`src/hdl/dwm_pkg.sv`:
```
// shared types and constants for the dfa word matcher
// no dependencies; imported by the matcher modules and the checker
package dwm_pkg;

	localparam int STATE_COUNT_DEF = 64;
	localparam int SYMBOL_BITS_DEF = 8;

	typedef enum logic [1:0] {
		OP_LOAD = 2'd0,
		OP_FLAG = 2'd1,
		OP_FEED = 2'd2
	} op_t;

	typedef enum logic [1:0] {
		V_RUN     = 2'd0,
		V_ACCEPT  = 2'd1,
		V_NOTRANS = 2'd2,
		V_REJECT  = 2'd3
	} verdict_t;

	typedef struct packed {
		logic [5:0] current_state;
		verdict_t   verdict;
		logic       word_end;
	} result_t;

	typedef struct packed {
		logic empty;
		logic full;
	} buf_status_t;

endpackage

```
`src/hdl/dwm_outbuf.sv`:
```
// two-entry result buffer between the pipeline and the result channel
// depends on dwm_pkg for the result and status types
module dwm_outbuf (
	input  logic                 clk,
	input  logic                 arst_n,
	input  logic                 push,
	input  dwm_pkg::result_t     push_data,
	output dwm_pkg::buf_status_t status,
	output logic                 result_valid,
	input  logic                 result_stall,
	output dwm_pkg::result_t     head
);
	import dwm_pkg::*;

	logic [1:0] cnt_q;
	result_t    head_q;
	result_t    skid_q;
	logic       pop;

	assign pop = (cnt_q != 2'd0) && !result_stall;

	always_ff @(posedge clk or negedge arst_n) begin
		if (!arst_n) begin
			cnt_q <= 2'd0;
		end else begin
			case (cnt_q)
				2'd0: begin
					if (push) cnt_q <= 2'd1;
				end
				2'd1: begin
					if (push && !pop) cnt_q <= 2'd2;
					else if (!push && pop) cnt_q <= 2'd0;
				end
				2'd2: begin
					if (pop && !push) cnt_q <= 2'd1;
				end
				default: cnt_q <= 2'd0;
			endcase
		end
	end

	always_ff @(posedge clk) begin
		case (cnt_q)
			2'd0: begin
				if (push) head_q <= push_data;
			end
			2'd1: begin
				if (push && pop) head_q <= push_data;
				else if (push) skid_q <= push_data;
			end
			2'd2: begin
				if (pop) begin
					head_q <= skid_q;
					if (push) skid_q <= push_data;
				end
			end
			default: ;
		endcase
	end

	assign status.empty = (cnt_q == 2'd0);
	assign status.full  = (cnt_q == 2'd2);
	assign result_valid = (cnt_q != 2'd0);
	assign head         = head_q;

endmodule

```
`config.mk`:
```
export PLATFORM = sky130hd
export DESIGN_NAME = dwm_outbuf
export DESIGN_NICKNAME = d
export VERILOG_FILES = /design/src/hdl/dwm_pkg.sv /design/src/hdl/dwm_outbuf.sv
export SDC_FILE = /design/constraint.sdc
export NUM_CORES = 1
export LEC_CHECK = 0
export ABC_AREA = 1
export ABC_CLOCK_PERIOD_IN_PS = 1530
export BUFFER_PORTS_ARGS = -buffer_cell sky130_fd_sc_hd__buf_4
export CAP_MARGIN = 15
export CORE_MARGIN = 4
export CORE_UTILIZATION = 51
export CTS_BUF_LIST = sky130_fd_sc_hd__clkbuf_4 sky130_fd_sc_hd__clkbuf_8
export CTS_CLUSTER_DIAMETER = 200
export DETAILED_ROUTE_END_ITERATION = 6
export GPL_TIMING_DRIVEN = 1
export PLACE_DENSITY = 0.87
export SYNTH_ARGS = -nofsm -noshare
export SYNTH_HDL_FRONTEND = slang
export SYNTH_SLANG_ARGS = --single-unit
```
`constraint.sdc`:
```
create_clock -name clk -period 1.53 [get_ports clk]
set_input_delay 0.2295 -clock clk [delete_from_list [all_inputs] [get_ports clk]]
set_output_delay 0.2295 -clock clk [all_outputs]
set_load 0.01 [all_outputs]
```
; ---- Word level (Yosys, flattened, before mapping)
; Cells that the tools add are included.
[word_totals]
register_bits = 20
[op_classes]
mux = 13
n_reduce_logical = 14
n_eq_ne = 8
[op_table]
columns = cell, count
row1 = 9-bit two-way mux, 6
row2 = 9-bit case mux with 3 select lines, 1
row3 = 9-bit case mux with 2 select lines, 1
row4 = 2-bit two-way mux, 4
row5 = "2-bit != test, second input constant", 3
row6 = 2-bit case mux with 3 select lines, 1
row7 = 3-bit AND reduction, 2
row8 = 1-bit logical AND, 4
row9 = "2-bit by 1-bit != test with 1-bit output, second input constant", 2
row10 = 4-bit AND reduction, 1
row11 = 2-bit nonzero test, 2
row12 = 1-bit zero test, 3
row13 = "3-bit != test, second input constant", 1
row14 = 3-bit nonzero test, 1
row15 = "2-bit by 1-bit == test with 1-bit output, second input constant", 1
row16 = "2-bit == test, second input constant", 1
row17 = 2-bit zero test, 1

; ---- Logic depth before layout (Yosys ltp)
[logic_depth]
ltp_word = 6
depth_mapped = 7
mapped_depth_nobuf = 7

; ---- Least setup slack after synthesis
; No wires, ideal clock.
[synth_path]
kind = flip-flop to flip-flop
from = reg cnt_q[0]
to = reg skid_q[0] (netlist bit), enable pin
path_stages_with_launch = 4
setup_time_ns = 0.352
slack_ns = 0.177
required_time_ns = 1.178
arrival_ns = 1.001
path_cell_list = dfrtp_1 > nor2_4 > nand2_1 > a21oi_2
[synth_via]
elab_chain_len = 5
[synth_lines]
columns = element, line_no
row1 = start: declaration, dwm_outbuf.sv:15  ; logic [1:0] cnt_q;
row2 = start signal: assignment, dwm_outbuf.sv:24  ; cnt_q <= 2'd0;
row3 = start signal: assignment, dwm_outbuf.sv:28  ; if (push) cnt_q <= 2'd1;
row4 = start signal: assignment, dwm_outbuf.sv:31  ; if (push && !pop) cnt_q <= 2'd2;
row5 = 2-bit nonzero test, dwm_outbuf.sv:20  ; assign pop = (cnt_q != 2'd0) && !result_stall;
row6 = 1-bit logical AND, dwm_outbuf.sv:20
row7 = 1-bit logical AND, dwm_outbuf.sv:48  ; if (push && pop) head_q <= push_data;
row8 = 2-bit != test (no line), -
row9 = 3-bit AND reduction (no line) (*), -
row10 = end signal: assignment, dwm_outbuf.sv:49  ; else if (push) skid_q <= push_data;
row11 = end signal: assignment, dwm_outbuf.sv:54  ; if (push) skid_q <= push_data;
row12 = end: declaration, dwm_outbuf.sv:17  ; result_t skid_q;
; Mark *: on every way between the ends. The rest lies on a longest branch, timed or not.
; A chain may end at the register's enable or synchronous reset.

==> flow_metrics.env <==
export IMPL_outcome="finished clean"
export IMPL_syn_to_final_growth_pct=32.83
export IMPL_via_per_inst=4.860
export IMPL_clock_sinks=20
export IMPL_firstDrtPassIters=4
export IMPL_path_max_fanout=12
export IMPL_dp_cells=116
export IMPL_multi_input_area_um2=210.2
export IMPL_critPathSlowestCell="dfrtp_1"
export IMPL_vias=588
export IMPL_antennaDiodeCount=0
export IMPL_grt_pass1_wl_um=2718
export IMPL_grt_usage=0.1478
export IMPL_cts_buffers=3
export IMPL_async_reset_ff_frac=0.1000
export IMPL_crit_arrival_ns=1.24
export IMPL_synth_area_um2=834.6
export IMPL_syn_inst=74
export IMPL_grt_pass1_vias=578
export IMPL_ctsLongestPathBuffers=2
export IMPL_yosysMostFrequentCell="nand2_1"
export IMPL_cell_internal_pwr_uw=1337
export IMPL_crit_type="reg2out"
export IMPL_num_fill_cells=102
export IMPL_hp_start="push_data[6]"
export IMPL_holdBufCountCts=1
export IMPL_stdcell_count=121
export IMPL_ys_flop_type="edfxtp_1"
export IMPL_cts_root_buf="clkbuf_4"
export IMPL_max_slew_margin=0.7615
export IMPL_tightest_slew_ns=0.3569
export IMPL_layout_min_cycle_time_ns=1.468
export IMPL_ys_warnings_count=0
export IMPL_finalSetupViolations=0
export IMPL_switchingPower_uw=612.4
export IMPL_start_util=0.5476
export IMPL_core_um2=1524
export IMPL_synth_area_leaders="edfxtp_1 (65%), nand2_1 (16%), dfrtp_1 (6.0%), ha_1 (1.5%), buf_6 (1.3%)"
export IMPL_postCtsSetupBuffers=0
export IMPL_die_area_um2=2347
export IMPL_grt_start_max_net_pins=13
export IMPL_hold_viol=0
export IMPL_switching_share=0.3141
export IMPL_synth_top_cell_area_share=0.6477
export IMPL_cts_tree="yes"
export IMPL_path_cells="nor2_4 -> buf_4 -> buf_4"
export IMPL_synth_commonest_cells="nand2_1 (36), edfxtp_1 (18), inv_1 (3), inv_2 (3)"
export IMPL_fmax_mhz=681.4
export IMPL_synth_seq_area_share=0.7076
export IMPL_max_stage_delay_ns=0.47
export IMPL_cp_data_required_time_ns=1.30
export IMPL_synthDistinctLibCells=15
export IMPL_seq_area_um2=590.6
export IMPL_ant_nets=0
export IMPL_route_detailed_drc=0
export IMPL_drt_iter0_markers=16
export IMPL_grt_setup_unrepaired="no"
export IMPL_rows=14
export IMPL_io_pins=25
export IMPL_ctsResizeCount=0
export IMPL_ys_seq_elements=20
export IMPL_antenna_found_initial=0
export IMPL_clk_insertion_delay_late_ns=0.30
export IMPL_drv_cap=0
export IMPL_start_kind="flip-flop"
export IMPL_fin_tns_setup_ns=0
export IMPL_finish_net_count=120
export IMPL_cellLeakagePower_uw=0.0005094
export IMPL_routabilityCongestion=0.8501
export IMPL_grt_ovfl_total=0
export IMPL_dp_hpwl_um=1165
export IMPL_dpl_cell_area_um2=1046
export IMPL_combinationalPowerShare=0.340
export IMPL_powerDensity_nw_per_um2=1758
export IMPL_synth_area_per_cell_um2=11.28
export IMPL_postRouteWirelength_um=1585
export IMPL_holdPathEnd="skid_q[6]"
export IMPL_synth_edf_count=18
export IMPL_fin_crit_sh=0.9592
export IMPL_die_w_um=48.45
export IMPL_p_seq_frac=0.443
export IMPL_layout_drive_gt1_share=0.3524
export IMPL_cts_max_level=1
export IMPL_clock_skew_ns=0.0002302
export IMPL_pwr_share_clk=0.217
export IMPL_yosysTopAreaCell="edfxtp_1"
export IMPL_critPathCaptureType="output port"
export IMPL_reg2reg_to="skid_q[8]"
export IMPL_rr_worst_depth=5
export IMPL_port_buffers=24
export IMPL_drv_slew=0
export IMPL_cp_common_cell="buf_4"
export IMPL_r2r_start="cnt_q[0]"
export IMPL_wl_per_cell_um=13.10
export IMPL_hp_class="in2reg"
export IMPL_reg2reg_slack_ns=0.15
export IMPL_hold_ws_ns=0.1097
export IMPL_max_vdd_ir_drop_mv=1.163
export IMPL_synth_fp_nets=88
export IMPL_finalInstanceArea_um2=1109
export IMPL_die_h_um=48.45
export IMPL_hold_path_depth=1
export IMPL_clkSlewWorstSetupHoldPaths_ns=0.11
[sequential cells by signal (all words and copies together), names as in the netlist]
name / flops
head: 9
skid_q: 9
cnt_q: 2
[how the worst max path moves through the flow]
stage,cells past startpoint,slack [ns],to,start
after floorplan,3,0.18,skid_q[0],cnt_q[0]
after global placement,5,0.25,skid_q[5],cnt_q[0]
after detailed placement,5,0.18,skid_q[6],cnt_q[0]
final,3,0.06,status[0],cnt_q[0]
after CTS,3,0.07,status[0],cnt_q[0]
after global routing,3,0.006,status[0],cnt_q[0]
[area by class of cell]
type,count,share of cell area
multi-input combinational,47,0.1896
inverter,6,0.02032
tap,16,0.01806
clock inverter,1,0.02709
timing repair buffer,28,0.1919
sequential,20,0.5327
clock buffer,3,0.02032
[worst max-delay path, delay by kind of cell (launching register included)]
kind	cells	cell delay, ns
flip-flops	1	0.47
buffers and inverters	2	0.33
AND/OR/NAND/NOR	1	0.14
[power by group through the flow]
stage | Combinational [µW] | Sequential, µW | Clock (µW)
global route | 739 | 878 | 459
detailed placement | 662 | 875 | 0
floorplan | 332 | 903 | 0
CTS | 666 | 863 | 430
global placement | 643 | 861 | 0
finish | 663 | 864 | 423
[metal layers]
metal,part of all wire,track usage
met2,0.53,0.2478
met5,0,0
met4,0.016,0.05381
met1,0.40,0.1768
met3,0.060,0.04601
[through the flow]
step | power (µW) | util | setup slack (ns)
floorplan | 1235 | - | 0.1772
global placement | 1504 | 0.6864 | 0.2496
detailed placement | 1536 | 0.6864 | 0.1798
CTS | 1958 | 0.7274 | 0.07285
global route | 2077 | 0.7274 | 0.006033
finish | 1949 | 0.7274 | 0.06236
[placed cells by master (no fill, tap or decap), types with 2 or more instances in the layout]
cell	n
inv_1	3
dfrtp_1	2
buf_4	27
edfxtp_1	18
nand2_1	36
nor2_1	2
clkbuf_4	3
nand3_1	2
inv_2	3
[kinds of logic after synthesis]
group	share of synthesized area
DFF	0.7077
and+or+nand+nor	0.2054
AOI/OAI and AO/OA	0.03148
buffers and inverters	0.04048
adders and majority gates	0.01499
(Power assumes the default switching activity.)
